==> src/hdl/sljfr_pkg.sv <==
// Package for the sync/length/XOR frame receiver.
// Holds sizes, the parser state type and the result record; no dependencies.
package sljfr_pkg;

  localparam int MaxFrameLen = 10;
  localparam int StoreDepth  = MaxFrameLen - 1;
  localparam int AddrW       = $clog2(StoreDepth);
  localparam int LenW        = 4;
  localparam int ByteW       = 8;

  localparam logic [ByteW-1:0] SyncReset   = 8'h16;
  localparam logic [LenW-1:0]  MaxLenReset = 4'd10;
  localparam logic [LenW-1:0]  LenCap      = LenW'(MaxFrameLen);

  // Configuration register indexes.
  localparam logic CfgSyncByte = 1'b0;
  localparam logic CfgMaxLen   = 1'b1;

  typedef enum logic [2:0] {
    ST_HUNT,
    ST_LEN,
    ST_BODY,
    ST_ONE,
    ST_RD,
    ST_SHOW
  } phase_t;

  typedef struct packed {
    logic             status;
    logic [ByteW-1:0] payload;
    logic [LenW-1:0]  index;
    logic [LenW-1:0]  count;
    logic             last;
  } result_t;

endpackage

==> src/hdl/sljfr_ram.sv <==
// Generic single-port-write, single-port-read RAM with a registered read.
// Standalone; no package needed.
module sljfr_ram #(
  parameter int Width = 8,
  parameter int Depth = 9
) (
  input  logic                     clk,
  input  logic                     wr_en,
  input  logic [$clog2(Depth)-1:0] wr_addr,
  input  logic [Width-1:0]         wr_data,
  input  logic                     rd_en,
  input  logic [$clog2(Depth)-1:0] rd_addr,
  output logic [Width-1:0]         rd_data
);

  logic [Width-1:0] mem [Depth];
  logic [Width-1:0] rd_data_r;

  always_ff @(posedge clk) begin
    if (wr_en) begin
      mem[wr_addr] <= wr_data;
    end
    if (rd_en) begin
      rd_data_r <= mem[rd_addr];
    end
  end

  assign rd_data = rd_data_r;

endmodule

==> src/hdl/sljfr_parse.sv <==
// Frame parser and replay sequencer: hunts sync, checks length and XOR,
// stores payload in sljfr_ram and replays it. Depends on sljfr_pkg, sljfr_ram.
module sljfr_parse (
  input  logic                        clk,
  input  logic                        rst_n,
  input  logic [sljfr_pkg::ByteW-1:0] sync_byte,
  input  logic [sljfr_pkg::LenW-1:0]  max_length,
  input  logic                        in_valid,
  output logic                        in_ready,
  input  logic [sljfr_pkg::ByteW-1:0] rx_byte,
  output logic                        res_valid,
  input  logic                        res_ready,
  output sljfr_pkg::result_t          res
);

  sljfr_pkg::phase_t state_r, state_nxt;
  logic [sljfr_pkg::LenW-1:0]  flen_r, flen_nxt;
  logic [sljfr_pkg::LenW-1:0]  taken_r, taken_nxt;
  logic [sljfr_pkg::ByteW-1:0] xor_r, xor_nxt;
  logic [sljfr_pkg::LenW-1:0]  idx_r, idx_nxt;
  logic                        err_r, err_nxt;

  logic [sljfr_pkg::LenW-1:0]  limit;
  logic [sljfr_pkg::LenW-1:0]  count;
  logic                        len_ok;
  logic                        take;
  logic                        is_cksum;
  logic                        ram_wr;
  logic                        ram_rd;
  logic [sljfr_pkg::ByteW-1:0] ram_q;
  logic                        last_idx;

  assign limit  = (max_length > sljfr_pkg::LenCap) ? sljfr_pkg::LenCap : max_length;
  assign len_ok = (rx_byte != '0) && (rx_byte <= {4'b0, limit});
  assign count  = flen_r - 1'b1;
  assign take   = in_valid && in_ready;
  assign is_cksum = (taken_r >= count);
  assign last_idx = ((idx_r + 1'b1) == count);

  sljfr_ram #(
    .Width(sljfr_pkg::ByteW),
    .Depth(sljfr_pkg::StoreDepth)
  ) u_store (
    .clk    (clk),
    .wr_en  (ram_wr),
    .wr_addr(taken_r[sljfr_pkg::AddrW-1:0]),
    .wr_data(rx_byte),
    .rd_en  (ram_rd),
    .rd_addr(idx_r[sljfr_pkg::AddrW-1:0]),
    .rd_data(ram_q)
  );

  // Next state and data path registers.
  always_comb begin
    state_nxt = state_r;
    flen_nxt  = flen_r;
    taken_nxt = taken_r;
    xor_nxt   = xor_r;
    idx_nxt   = idx_r;
    err_nxt   = err_r;
    unique case (state_r)
      sljfr_pkg::ST_HUNT: begin
        if (take && (rx_byte == sync_byte)) begin
          state_nxt = sljfr_pkg::ST_LEN;
        end
      end
      sljfr_pkg::ST_LEN: begin
        if (take) begin
          if (len_ok) begin
            flen_nxt  = rx_byte[sljfr_pkg::LenW-1:0];
            taken_nxt = '0;
            xor_nxt   = rx_byte;
            state_nxt = sljfr_pkg::ST_BODY;
          end else if (rx_byte != sync_byte) begin
            state_nxt = sljfr_pkg::ST_HUNT;
          end
        end
      end
      sljfr_pkg::ST_BODY: begin
        if (take) begin
          if (is_cksum) begin
            idx_nxt = '0;
            if ((xor_r ^ rx_byte) != '0) begin
              err_nxt   = 1'b1;
              state_nxt = sljfr_pkg::ST_ONE;
            end else if (count == '0) begin
              err_nxt   = 1'b0;
              state_nxt = sljfr_pkg::ST_ONE;
            end else begin
              state_nxt = sljfr_pkg::ST_RD;
            end
          end else begin
            taken_nxt = taken_r + 1'b1;
            xor_nxt   = xor_r ^ rx_byte;
          end
        end
      end
      sljfr_pkg::ST_ONE: begin
        if (res_ready) begin
          state_nxt = sljfr_pkg::ST_HUNT;
        end
      end
      sljfr_pkg::ST_RD: begin
        state_nxt = sljfr_pkg::ST_SHOW;
      end
      sljfr_pkg::ST_SHOW: begin
        if (res_ready) begin
          idx_nxt   = idx_r + 1'b1;
          state_nxt = last_idx ? sljfr_pkg::ST_HUNT : sljfr_pkg::ST_RD;
        end
      end
      default: begin
        state_nxt = sljfr_pkg::ST_HUNT;
      end
    endcase
  end

  // Outputs.
  always_comb begin
    in_ready    = 1'b0;
    ram_wr      = 1'b0;
    ram_rd      = 1'b0;
    res_valid   = 1'b0;
    res.status  = 1'b0;
    res.payload = '0;
    res.index   = '0;
    res.count   = count;
    res.last    = 1'b1;
    unique case (state_r)
      sljfr_pkg::ST_HUNT, sljfr_pkg::ST_LEN: begin
        in_ready = 1'b1;
      end
      sljfr_pkg::ST_BODY: begin
        in_ready = 1'b1;
        ram_wr   = in_valid && !is_cksum;
      end
      sljfr_pkg::ST_ONE: begin
        res_valid  = 1'b1;
        res.status = err_r;
      end
      sljfr_pkg::ST_RD: begin
        ram_rd = 1'b1;
      end
      sljfr_pkg::ST_SHOW: begin
        res_valid   = 1'b1;
        res.payload = ram_q;
        res.index   = idx_r;
        res.last    = last_idx;
      end
      default: begin
        in_ready = 1'b1;
      end
    endcase
  end

  always_ff @(posedge clk) begin
    if (!rst_n) begin
      state_r <= sljfr_pkg::ST_HUNT;
      flen_r  <= '0;
      taken_r <= '0;
      xor_r   <= '0;
      idx_r   <= '0;
      err_r   <= 1'b0;
    end else begin
      state_r <= state_nxt;
      flen_r  <= flen_nxt;
      taken_r <= taken_nxt;
      xor_r   <= xor_nxt;
      idx_r   <= idx_nxt;
      err_r   <= err_nxt;
    end
  end

endmodule

==> src/hdl/sljfr_outreg.sv <==
// Output register stage between the parser and the result stream.
// Depends on sljfr_pkg.
module sljfr_outreg (
  input  logic               clk,
  input  logic               rst_n,
  input  logic               res_valid,
  output logic               res_ready,
  input  sljfr_pkg::result_t res,
  output logic               out_valid,
  input  logic               out_ready,
  output sljfr_pkg::result_t out_res
);

  logic               valid_r, valid_nxt;
  sljfr_pkg::result_t data_r;

  // The register takes a new request when empty or when its content leaves now.
  assign res_ready = !valid_r || out_ready;
  assign valid_nxt = res_ready ? res_valid : valid_r;

  always_ff @(posedge clk) begin
    if (!rst_n) begin
      valid_r <= 1'b0;
    end else begin
      valid_r <= valid_nxt;
    end
  end

  always_ff @(posedge clk) begin
    if (res_ready && res_valid) begin
      data_r <= res;
    end
  end

  assign out_valid = valid_r;
  assign out_res   = data_r;

endmodule

==> src/hdl/sync_length_xor_frame_receiver.sv <==
// Sync/length/XOR frame receiver. Input bytes are accepted while parsing.
// A bad frame or a one-byte frame gives a single result after the checksum byte.
// A good frame of N payload bytes replays them from the payload RAM, each result
// read, then shown; input waits until the last result is registered.
// Reset (synchronous, active low) returns the parser to sync hunt and the
// registers to sync 0x16, max length 10; the payload RAM is not cleared.
module sync_length_xor_frame_receiver (
  input  logic        clk,
  input  logic        rst_n,
  input  logic        cfg_wr_en,
  input  logic        cfg_addr,
  input  logic [7:0]  cfg_wdata,
  input  logic        in_tvalid,
  output logic        in_tready,
  input  logic [7:0]  in_tdata,   // [7:0] rx_byte
  output logic        out_tvalid,
  input  logic        out_tready,
  output logic [15:0] out_tdata,  // [7:0] payload_byte, [11:8] byte_index,
                                  // [15:12] payload_count
  output logic        out_tuser,  // [0] frame_status
  output logic        out_tlast   // last_of_frame
);

  logic [sljfr_pkg::ByteW-1:0] sync_r, sync_nxt;
  logic [sljfr_pkg::LenW-1:0]  maxlen_r, maxlen_nxt;

  logic               res_valid;
  logic               res_ready;
  sljfr_pkg::result_t res;
  sljfr_pkg::result_t out_res;

  always_comb begin
    sync_nxt   = sync_r;
    maxlen_nxt = maxlen_r;
    if (cfg_wr_en) begin
      unique case (cfg_addr)
        sljfr_pkg::CfgSyncByte: sync_nxt   = cfg_wdata;
        sljfr_pkg::CfgMaxLen:   maxlen_nxt = cfg_wdata[sljfr_pkg::LenW-1:0];
        default:                sync_nxt   = sync_r;
      endcase
    end
  end

  always_ff @(posedge clk) begin
    if (!rst_n) begin
      sync_r   <= sljfr_pkg::SyncReset;
      maxlen_r <= sljfr_pkg::MaxLenReset;
    end else begin
      sync_r   <= sync_nxt;
      maxlen_r <= maxlen_nxt;
    end
  end

  sljfr_parse u_parse (
    .clk       (clk),
    .rst_n     (rst_n),
    .sync_byte (sync_r),
    .max_length(maxlen_r),
    .in_valid  (in_tvalid),
    .in_ready  (in_tready),
    .rx_byte   (in_tdata),
    .res_valid (res_valid),
    .res_ready (res_ready),
    .res       (res)
  );

  sljfr_outreg u_outreg (
    .clk      (clk),
    .rst_n    (rst_n),
    .res_valid(res_valid),
    .res_ready(res_ready),
    .res      (res),
    .out_valid(out_tvalid),
    .out_ready(out_tready),
    .out_res  (out_res)
  );

  assign out_tdata = {out_res.count, out_res.index, out_res.payload};
  assign out_tuser = out_res.status;
  assign out_tlast = out_res.last;

endmodule
==> config.mk <==
export PLATFORM = sky130hd
export DESIGN_NAME = sync_length_xor_frame_receiver
export DESIGN_NICKNAME = d
export VERILOG_FILES = /design/src/hdl/sljfr_pkg.sv /design/src/hdl/sljfr_ram.sv /design/src/hdl/sljfr_parse.sv /design/src/hdl/sljfr_outreg.sv /design/src/hdl/sync_length_xor_frame_receiver.sv
export SDC_FILE = /design/constraint.sdc
export NUM_CORES = 1
export LEC_CHECK = 0
export ABC_AREA = 1
export CAP_MARGIN = 20
export CORE_UTILIZATION = 35
export DETAILED_ROUTE_END_ITERATION = 10
export DONT_BUFFER_PORTS = 1
export GPL_ROUTABILITY_DRIVEN = 0
export PLACE_DENSITY = 0.51
export SETUP_SLACK_MARGIN = 0.5
export SLEW_MARGIN = 20
export SYNTH_ARGS = -nofsm -noshare
export SYNTH_HDL_FRONTEND = slang
export SYNTH_HIERARCHICAL = 1
export SYNTH_SLANG_ARGS = --single-unit
==> constraint.sdc <==
create_clock -name clk -period 3.65 [get_ports clk]
set_input_delay 0.1825 -clock clk [delete_from_list [all_inputs] [get_ports clk]]
set_output_delay 0.1825 -clock clk [all_outputs]
set_load 0.01 [all_outputs]
# Word level (Yosys, flattened, before mapping)
# Memories as Yosys holds them, arrays and structs flattened. A register that Yosys moved wholly into a read port is not among the register bits.
# Index checks and enable logic that the tools add are counted.
[classes]
add_sub_neg = 3
magnitude_cmp = 3
n_eq_ne = 17
muxes = 35
bitwise = 2
reduce_logical = 24
[op_table]
columns = ["operator", "n"]
rows = [
  ["2-to-1 mux 3 bit", 11],
  ["2-to-1 mux 4 bit", 8],
  ["2-to-1 mux 8 bit", 4],
  ["case mux 3 bit (6 select lines)", 1],
  ["case mux 4 bit (2 select lines)", 2],
  ["case mux 8 bit (2 select lines)", 1],
  ["nonzero test 8 bit", 2],
  ["!= test 2 x 1 -> 1 bit, second input constant", 7],
  ["adder 4 x 1 -> 4 bit, second input constant", 2],
  ["== test 8 bit", 1],
  ["<= comparator 8 x 4 -> 1 bit", 1],
  ["2-to-1 mux 1 bit", 8],
  ["!= test 8 bit", 1],
  ["AND reduction 4 bit", 2],
  ["bitwise XOR 8 bit", 1],
  ["AND reduction 7 bit", 1],
  ["== test 3 x 2 -> 1 bit, second input constant", 2],
  ["== test 3 bit, second input constant", 2],
  ["nonzero test 2 bit", 3],
  ["logical AND 1 bit", 5],
  ["AND reduction 5 bit", 1],
  ["== test 4 bit", 1],
  [">= comparator 4 bit", 1],
  ["> comparator 4 bit, second input constant", 1],
  ["13 further kinds", 15],
]
[totals]
register_bits = 55
ram_bits = 72
input_bits = 22
output_inout_bits = 20
elab_cells = 99
mem_count = 1
[mem_list]
columns = ["memory", "depth", "width", "read_ports", "rd_ports_with_merged_regs", "write_ports", "line_no", "rtl"]
rows = [
  ["u_parse.u_store.mem", 9, 8, 1, 1, 1, "sljfr_ram.sv:16", "logic [Width-1:0] mem [Depth];"],
]

# Logic depth before layout (Yosys ltp)
# Gate-level depths: netlist of run 1.
[logic_depth]
depth_word = 7
depth_mapped = 17
mapped_depth_nobuf = 17

# Cells and area by module
# Netlist of run 1, hierarchy kept.
[modules_own_cells]
columns = ["mod", "instances", "cells_per_inst", "area_per_inst_um2", "seq_area_each_um2"]
rows = [
  ["sljfr_ram", 1, 308, 3382.0, 2402.3],
  ["sljfr_parse", 1, 370, 2077.0, 480.5],
  ["sljfr_outreg", 1, 25, 591.8, 560.5],
  ["sync_length_xor_frame_receiver", 1, 66, 484.2, 240.2],
]

# Worst setup path after synthesis of run 1
# OpenSTA, ideal clock, no wires.
[synth_path]
path_kind = "register -> register"
start = "register u_parse/flen_r[0] in the netlist's numbering"
end = "memory u_parse.u_store.mem[8][0] (enable)"
setup_ps = 395
arrival_time_ps = 2518
required_time_ps = 3255
setup_slack_ps = 738
stages_incl_launch_ff = 16
path_buffers = 0
period_less_slack_ps = 2912
cell_sequence = "dfxtp_1 > inv_1 > ha_1 > inv_1 > nand2_1 > nand2_1 > ha_1 > nand2_1 > inv_1 > nand3_1 > nand3_1 > nor2_1 > nand2_1 > inv_1 > inv_1 > nor4_1"
[synth_lines]
columns = ["item", "line_no", "rtl"]
rows = [
  ["start: declaration", "sljfr_parse.sv:17", "logic [sljfr_pkg::LenW-1:0] flen_r, flen_nxt;"],
  ["start signal: assignment", "sljfr_parse.sv:166", "flen_r <= flen_nxt;"],
  ["end: declaration", "sljfr_ram.sv:16", ""],
]

==> results of run 1 <==
worst min-delay path by stage:
stage                            from                                  end  cells after the start
after CTS                    cfg_addr             maxlen_r[0]$_SDFFE_PN0P_                      3
after detailed placement        rst_n             maxlen_r[1]$_SDFFE_PN1P_                      1
after floorplan           in_tdata[0]  u_parse/u_store/mem[0][0]$_DFFE_PP_                      0
after global placement          rst_n               sync_r[1]$_SDFFE_PN1P_                      1
after global routing         cfg_addr             maxlen_r[2]$_SDFFE_PN0P_                      3
final                        cfg_addr             maxlen_r[0]$_SDFFE_PN0P_                      3
cell type report:
cell class,count,share of cell area [%]
flip-flops and latches,135,48.2
clock inverters,15,2.21
diodes,2,0.0655
well taps,229,3.75
repair buffers,34,4.35
multi-input cells,479,29.1
clock buffers,17,5.56
inverters,136,6.76
layer usage:
metal  wire [µm]  vias to the layer above  track usage [%]
met2        7790                      143             29.5
met3         719                       22             3.80
met4         208                        0             5.38
met5           0                        -                0
li1            -                     2517                -
met1        7170                     2349             21.5
critical path, delay by kind of cell (launching register included):
kind                       cells  cell delay [ps]
adders and majority gates      2              530
DFF                            1              330
buffers and inverters          4              440
and+or+nand+nor                9             1400
synthesized netlist by cell type:
master	instances
nand3_1	80
inv_4	2
clkbuf_1	4
buf_4	6
a22oi_1	1
dfxtp_1	37
a21oi_2	4
nand2_2	4
inv_2	8
ha_1	12
clkinv_2	1
o21ai_0	16
nand4_1	4
nand3_2	3
a21boi_2	1
clkinv_1	1
nor4_1	1
buf_6	6
nor3_4	1
xor2_1	3
buf_2	3
edfxtp_1	98
nor3_1	1
a21oi_1	26
nor2_2	4
o21ai_1	2
inv_1	124
nand2_4	2
nor2_1	62
nand2_1	250
a211oi_1	2
sequential cells by signal, indices dropped and copies added, names as in the netlist:
name	flops
u_parse/u_store/mem	72
u_outreg/out_res	18
sync_r	8
u_parse/u_store/rd_data	8
u_parse/xor_r	8
maxlen_r	4
u_parse/flen_r	4
u_parse/idx_r	4
u_parse/taken_r	4
u_parse/state_r	3
u_outreg/out_valid	1
u_parse/err_r	1
repair_timing:
action | 4_1_cts | 5_1_grt
gates cloned | 0 | 0
hold buffers | 31 | 0
resized for setup | 0 | 8
pin swaps | 0 | 0
endpoints found under the hold margin | 92 | 0
setup buffers | 0 | 0
setup endpoints to repair | 8 | 64
cell families after synthesis:
kind of cell               Yosys count
adders and majority gates           12
AOI/OAI and AO/OA                   52
and+or+nand+nor                    412
buffers and inverters              155
DFF                                135
xor gates and xnor gates             3
power groups by stage:
| stage | sequential (mW) | clock, mW | combinational (mW) |
|---|---|---|---|
| 4_1_cts | 1.74 | 1.74 | 0.408 |
| 3_5_place_dp | 1.77 | 0 | 0.355 |
| 2_1_floorplan | 1.76 | 0 | 0.291 |
| 3_3_place_gp | 1.77 | 0 | 0.344 |
| 6_report | 1.74 | 1.71 | 0.414 |
| 5_1_grt | 1.74 | 1.80 | 0.468 |
==> impl_metrics.ini, run 1 <==
[cells_and_area]
regArea_mm2 = 0.00368
multi_input_area_mm2 = 0.00223
num-fill-cells = 1772
syn2layout_area_growth_pct = 17.0
drive_gt1_share_pct = 8.58
final_common_cell = nand2_1
fin_cells = 1047
final_nets = 837
layout_common_cells = nand2_1 (250), inv_1 (124), edfxtp_1 (98)
design_area_mm2 = 0.00764
utilization_pct = 42.1

[synthesis]
synthesis.area_mm2 = 0.00654
synth_top_area_share_pct = 45.0
synth_cell_types = 31
synth-compound-area-share_pct = 4.42
synth_fp_nets = 803
synth_top_area_cell = edfxtp_1
synth_cells = 769
avgSynthCellArea_um2 = 8.50
ys_top_cells_by_area = edfxtp_1 (45%), nand2_1 (14%), dfxtp_1 (11%)
synth.yosys.seq_area_share_pct = 56.4
synth_top_family_by_area = simple AND/OR/NAND/NOR gates
synthAdderAreaFrac_pct = 2.30
post_synth_and_or_nand_nor_area_fraction_pct = 26.4
ys_warn_count = 6
synth_xor_area_share_pct = 0.402
ys_seq_elements = 135
synthMuxAreaShare_pct = 0

[timing]
slew_viol_final = 0
tightest_slew_ps = 931
rsz0062_at_grt = yes
fin_setup_tns_ps = 0
period_share_pct = 83.9
hold_slack_ps = 6.61
finalHoldViolations = 0
post-route-worst-setup-slack_ps = 586
min_period_ps = 3060
max_freq_mhz = 326
setup_viol = 0
skew_ps = 6.36
relSlewSlack_pct = 37.9

[power_and_ir_drop]
finalPower_mw = 3.86
p_sw_mw = 1.01
switching_share_pct = 26.2
combPwrFrac_pct = 10.7
seqPwrFrac_pct = 44.9
power_density_mw_per_mm2 = 505
ir_drop_mv = 0.337
p_leak_nw = 3.25
clkPwrFrac_pct = 44.4
p_int_mw = 2.85

[placed_design]
placed_cell_area_mm2 = 0.00671
portBuffers = 0
place_ws_ps = 503
dp_cells = 982
hpwl_mm = 10.5

[setup_path]
slowest_delay_ps = 600
critPathMaxFanout = 8
r2r-start = u_parse/flen_r[0]$_SDFFE_PN0P_
cp_slowest_cell = nor2_1
r2r-end = u_parse/u_store/mem[4][4]$_DFFE_PP_
startpoint = u_parse/flen_r[0]$_SDFFE_PN0P_
critPathLaunchType = flip-flop
crit_end = u_parse/u_store/mem[4][4]$_DFFE_PP_
rrSetupSlack_ps = 590
crit_chain = inv_1 > ha_1 > inv_1 > nand2_1 > nand2_1 > ha_1 > nand2_1 > inv_1 > nand3_1 > nand3_1 > nor2_1 > nand2_1 > inv_1 > nand3_1 > nor2_1
end_kind = flip-flop
required_ps = 3700
crit_arrival_ps = 3120
critPathKind = reg2reg
reg2reg_depth = 15

[drt]
drtIter0Drc = 519
ant_nets = 0
drc = 10
wirelength_mm = 15.9
vias = 5031
post_drt_wl_per_cell_um = 15.2
first_pass_iters = 8
viasPerCell = 4.81

[clock_network]
htreeDepth = 4
clkTransAtPathRegs_ps = 60
cts_tree = done
clock_latency_ps = 430
cts_made_buffers = 17
cts_root_buffer = clkbuf_16
cts_sinks = 135
clk_path_buf_depth = 2

[hold_path]
hp-class = in2reg

[floorplan]
die_w_um = 139
core-area_mm2 = 0.0181
die-area_mm2 = 0.0192
io_pins = 42
die_h_um = 139
fp-row-count = 49
initial_core_util_pct = 36.0

[run_status]
status = complete, but fails checks
violations = design-rule violations

[global_route]
grt_max_degree = 40
grt_overflow = 0
grt_pass1_wl_mm = 24.9
grtUsageTotal_pct = 17.2
grt_pass1_vias = 4792
antenna_found_initial = 0

[flow_run]
maxCapViolCount = 0
Note: power is estimated with default switching activity, not from simulation.
==> run 2: changes to the inputs <==
--- a/config.mk
+++ b/config.mk
@@ -11,7 +11,7 @@
 export DETAILED_ROUTE_END_ITERATION = 10
 export DONT_BUFFER_PORTS = 1
 export GPL_ROUTABILITY_DRIVEN = 0
-export PLACE_DENSITY = 0.51
+export PLACE_DENSITY = 0.53
 export SETUP_SLACK_MARGIN = 0.5
 export SLEW_MARGIN = 20
 export SYNTH_ARGS = -nofsm -noshare
==> constraint.sdc (replaced) <==
create_clock -name clk -period 2.7 [get_ports clk]
set_input_delay 0.135 -clock clk [delete_from_list [all_inputs] [get_ports clk]]
set_output_delay 0.135 -clock clk [all_outputs]
set_load 0.01 [all_outputs]
==> run 2 against run 1 <==
Net effect:
- the flow still finishes with violations (design-rule violations)
- non-clock buffer count grew 27
- power grew 41%
- critical path depth grew 1
- clock skew grew 6.9 ps
- cell count grew 2.4%
- worst setup slack lost 210 ps
- global-route usage shrank 0.12 points
- combinational power grew 59%
- sequential power grew 34%
- clock power grew 43%
- sequential cell count is the same
- worst hold slack gained 3.5 ps
==> impl_metrics.ini, run 2 (synthesis gave the netlist of run 1 again) <==
[clock_network]
clock_latency_ps = 420
cts_sinks = 135
clkTransAtPathRegs_ps = 70
cts_made_buffers = 17
cts_root_buffer = clkbuf_16
cts_tree = done
htreeDepth = 4
clk_path_buf_depth = 2

[drt]
ant_nets = 0
viasPerCell = 4.65
post_drt_wl_per_cell_um = 14.7
vias = 4988
first_pass_iters = 8
wirelength_mm = 15.7
drtIter0Drc = 405
drc = 4

[floorplan]
initial_core_util_pct = 36.0
die_h_um = 139
io_pins = 42
die_w_um = 139
die-area_mm2 = 0.0192
fp-row-count = 49
core-area_mm2 = 0.0181

[power_and_ir_drop]
ir_drop_mv = 0.439
power_density_mw_per_mm2 = 667
p_leak_nw = 3.43

[timing]
relSlewSlack_pct = 43.5
finalHoldViolations = 0
slew_viol_final = 0
period_share_pct = 86.2
max_freq_mhz = 430
post-route-worst-setup-slack_ps = 372
min_period_ps = 2330
setup_viol = 0
tightest_slew_ps = 845
fin_setup_tns_ps = 0
skew_ps = 13.2
rsz0062_at_grt = yes

[setup_path]
required_ps = 2790
startpoint = u_parse/flen_r[2]$_SDFFE_PN0P_
end_kind = flip-flop
r2r-end = u_parse/u_store/mem[1][0]$_DFFE_PP_
rrSetupSlack_ps = 370
critPathMaxFanout = 8
reg2reg_depth = 16
crit_end = u_parse/u_store/mem[1][0]$_DFFE_PP_
r2r-start = u_parse/flen_r[2]$_SDFFE_PN0P_
crit_arrival_ps = 2420
critPathKind = reg2reg
critPathLaunchType = flip-flop

[global_route]
grt_overflow = 0
grt_pass1_vias = 4725
grt_max_degree = 33
grt_pass1_wl_mm = 24.8
antenna_found_initial = 2
grtUsageTotal_pct = 17.1

[hold_path]
min_from = in_tvalid
hp-class = in2reg

[cells_and_area]
drive_gt1_share_pct = 16.6
layout_common_cells = nand2_1 (235), inv_1 (118), edfxtp_1 (98)
top_register = u_parse/u_store/mem
largest_register_ff_count = 72
final_nets = 864
final_common_cell = nand2_1
utilization_pct = 45.1
syn2layout_area_growth_pct = 25.1
n_antenna_cell = 0
design_area_mm2 = 0.00818

[placed_design]
placed_cell_area_mm2 = 0.00685
place_ws_ps = 142
portBuffers = 0
hpwl_mm = 10.0

[flow_run]
maxCapViolCount = 0

[run_status]
status = complete, but fails checks
violations = design-rule violations
==> run 2: cell types whose count changed in the layout (fill, tap and decap cells not counted), sizes merged <==
cell,before,now
diode,2,0
bufinv,2,4
clkinv,6,5
buf,3,30
clkbuf,17,18
clkinvlp,4,2
==> run 2: worst max-delay path, cell delays in order, from the launching register on <==
cell and delay, ps:
dfxtp_4 360, nor2_4 140, nand2_2 70, nand2_1 80, nand2_2 80, ha_4 260, nand2_2 60, inv_2 40
nand3_2 70, nand3_4 80, nor2_4 100, nand2_2 80, inv_4 90, inv_4 40, nor2_4 90, nand2_4 110
nor2_4 260
==> run 2: final cells by class <==
| class | instances | area, µm² |
|---|---|---|
| flip-flops and latches | 135 | 3690 |
| fillers | 1769 | 9970 |
| inverters | 136 | 532 |
| repair buffers | 61 | 569 |
| multi-input cells | 479 | 2470 |
| well taps | 229 | 287 |
| clock buffers | 18 | 429 |
| clock inverters | 14 | 195 |
==> run 2: power by group <==
part / switching (mW) / total (mW) / internal [mW] / leakage (nW)
Clock: 0.899 / 2.45 / 1.55 / 0.297
Sequential: 0.0538 / 2.34 / 2.29 / 1.18
Combinational: 0.411 / 0.659 / 0.249 / 1.96
==> run 2: worst min path at each step <==
stage	end	slack, ps	cells past startpoint
6_report	u_parse/taken_r[0]$_SDFFE_PN0P_	10	4
5_1_grt	u_parse/taken_r[0]$_SDFFE_PN0P_	30	4
4_1_cts	u_parse/taken_r[0]$_SDFFE_PN0P_	3	4
3_5_place_dp	sync_r[4]$_SDFFE_PN1P_	230	1
3_3_place_gp	sync_r[4]$_SDFFE_PN1P_	220	1
2_1_floorplan	u_parse/u_store/mem[0][0]$_DFFE_PP_	230	0
==> run 2: per-stage QoR <==
stage	power (mW)	hold slack, ps	cells
floorplan	2.79	234	769
global placement	2.89	225	986
detailed placement	2.89	227	986
CTS	5.42	2.94	1066
global route	5.68	25.8	1072
finish	5.46	10.1	1072
==> run 2: what timing repair did <==
item,CTS,global route
endpoints found under the hold margin,93,0
gates cloned,0,0
pin swaps,16,9
setup buffers,17,6
gates resized for setup,20,40
hold buffers,31,0
endpoints found under the setup margin,82,93
==> run 2: layer usage <==
metal	wire length, µm	global-route usage (%)
met5	18	0
met4	289	7.13
met3	621	4.32
met2	7710	28.5
met1	7110	21.0
==> run 3: changes to the inputs <==
--- a/config.mk
+++ b/config.mk
@@ -11,6 +11,7 @@
 export DETAILED_ROUTE_END_ITERATION = 10
 export DONT_BUFFER_PORTS = 1
 export GPL_ROUTABILITY_DRIVEN = 0
+export HOLD_SLACK_MARGIN = 0.03
 export PLACE_DENSITY = 0.53
 export SETUP_SLACK_MARGIN = 0.5
 export SLEW_MARGIN = 20
==> run 3 against run 2 <==
Net effect:
- non-clock buffer count grew 4
- clock power is essentially flat
- register-to-register slack lost 20 ps
- the flow still finishes with violations (design-rule violations)
- first-iteration DRC count shrank 4.4%
- wire length grew 1.5%
- cell area grew 0.52%
- clock skew grew 0.77 ps
- largest power group unchanged
- global-route usage grew 0.19 points
- combinational power is essentially flat
- sequential cell count is the same
- power is essentially flat
==> impl_metrics.ini, run 3 (synthesis gave the netlist of run 1 again) <==
[timing]
tightest_slew_ps = 860
setup_viol = 0
max_freq_mhz = 425
min_period_ps = 2350
fin_setup_tns_ps = 0
post-route-worst-setup-slack_ps = 348
relSlewSlack_pct = 42.5
skew_ps = 14.0
rsz0062_at_grt = yes
finalHoldViolations = 0
slew_viol_final = 0
period_share_pct = 87.1

[cells_and_area]
final_common_cell = nand2_1
drive_gt1_share_pct = 16.9
syn2layout_area_growth_pct = 25.8
largest_register_ff_count = 72
final_nets = 868
fin_cells = 1076
layout_common_cells = nand2_1 (236), inv_1 (118), edfxtp_1 (98)
n_antenna_cell = 0
design_area_mm2 = 0.00822
top_register = u_parse/u_store/mem

[floorplan]
initial_core_util_pct = 36.0
die_h_um = 139
core-area_mm2 = 0.0181
die_w_um = 139
io_pins = 42
die-area_mm2 = 0.0192
fp-row-count = 49

[setup_path]
path_common_cell = buf_6
cp_slowest_cell = dfxtp_2
required_ps = 2990
critPathMaxFanout = 4
crit_chain = inv_4 > ha_4 > inv_2 > nand2_2 > nand2_4 > buf_4 > buf_6 > buf_4 > buf_6 > buf_6 > buf_6 > buf_6 > buf_6 > nand2_2 > nand2_2 > nor2_1 > nand3_1 > nand2_2 > nand3_2 > nand2_2 > a21oi_2
slowest_delay_ps = 330
cpLargestDelayFamily = buffers and inverters
end_kind = flip-flop
critPathBufInv = 10
critPathLaunchType = flip-flop
crit_arrival_ps = 2640
critPathKind = reg2reg

[clock_network]
clk_path_buf_depth = 2
cts_tree = done
htreeDepth = 4
cts_sinks = 135
cts_root_buffer = clkbuf_16
clkTransAtPathRegs_ps = 70
cts_made_buffers = 17
clock_latency_ps = 420

[drt]
drc = 4
first_pass_iters = 8
viasPerCell = 4.64
drtIter0Drc = 387
wirelength_mm = 16.0
post_drt_wl_per_cell_um = 14.9
vias = 4993
ant_nets = 0

[global_route]
grt_max_degree = 33
antenna_found_initial = 2
grt_overflow = 0
grtUsageTotal_pct = 17.2
grt_pass1_wl_mm = 25.0
grt_pass1_vias = 4728

[power_and_ir_drop]
p_leak_nw = 3.45
switching_share_pct = 25.1
clkPwrFrac_pct = 45.0
p_sw_mw = 1.37
combPwrFrac_pct = 12.0
finalPower_mw = 5.46
ir_drop_mv = 0.440
p_int_mw = 4.09
power_density_mw_per_mm2 = 664
seqPwrFrac_pct = 43.0

[hold_path]
hp-class = in2reg

[placed_design]
portBuffers = 0
dp_cells = 986
placed_cell_area_mm2 = 0.00685
hpwl_mm = 10.0
place_ws_ps = 142

[run_status]
violations = design-rule violations
status = complete, but fails checks

[flow_run]
maxCapViolCount = 0
run 3: what timing repair did:
action,4_1_cts,5_1_grt
setup buffers,17,8
hold buffers,33,0
gates resized for setup,20,40
pin swaps,16,15
hold endpoints to repair,94,0
setup endpoints to repair,82,93
run 3: worst paths after layout:
path	start	end	slack, ps	cells after the start
hold reg to reg	u_parse/err_r$_SDFFE_PN0P_	u_parse/err_r$_SDFFE_PN0P_	470	2
setup reg to reg	u_parse/flen_r[0]$_SDFFE_PN0P_	u_parse/state_r[2]$_SDFFE_PN0P_	350	21
hold / removal	in_tdata[3]	u_parse/xor_r[3]$_SDFFE_PN0P_	50	4
setup / recovery	u_parse/flen_r[0]$_SDFFE_PN0P_	u_parse/state_r[2]$_SDFFE_PN0P_	350	21
run 3: area by class of cell:
cell class | instances | area (µm²)
Sequential cell | 135 | 3690
Clock inverter | 14 | 195
Multi-Input combinational cell | 479 | 2490
Clock buffer | 18 | 429
Fill cell | 1761 | 9930
Inverter | 136 | 532
Timing Repair Buffer | 65 | 601
Tap cell | 229 | 287
run 3: tightest hold or removal path, cell delays in order:
cell and delay (ps):
inv_1 80, o21ai_0 90, nand2_1 60, a21oi_1 50
run 3: power groups by stage:
stage | Combinational (mW) | Clock, mW | Sequential [mW]
6_report | 0.657 | 2.46 | 2.35
5_1_grt | 0.737 | 2.59 | 2.35
4_1_cts | 0.588 | 2.50 | 2.35
3_5_place_dp | 0.497 | 0 | 2.39
3_3_place_gp | 0.496 | 0 | 2.39
2_1_floorplan | 0.417 | 0 | 2.38
run 3: per-stage QoR:
stage | hold slack [ps] | util, %
floorplan | 234 | -
global placement | 225 | 37.7
detailed placement | 227 | 37.7
CTS | 33.9 | 44.2
global route | 59.3 | 45.3
finish | 50.8 | 45.3
run 3: routing by layer:
| layer | track usage [%] | up-vias | wire length [µm] |
|---|---|---|---|
| li1 | - | 2578 | - |
| met1 | 21.4 | 2284 | 7130 |
| met2 | 28.8 | 104 | 7880 |
| met3 | 4.25 | 25 | 661 |
| met4 | 7.13 | 2 | 291 |
| met5 | 0 | - | 18 |
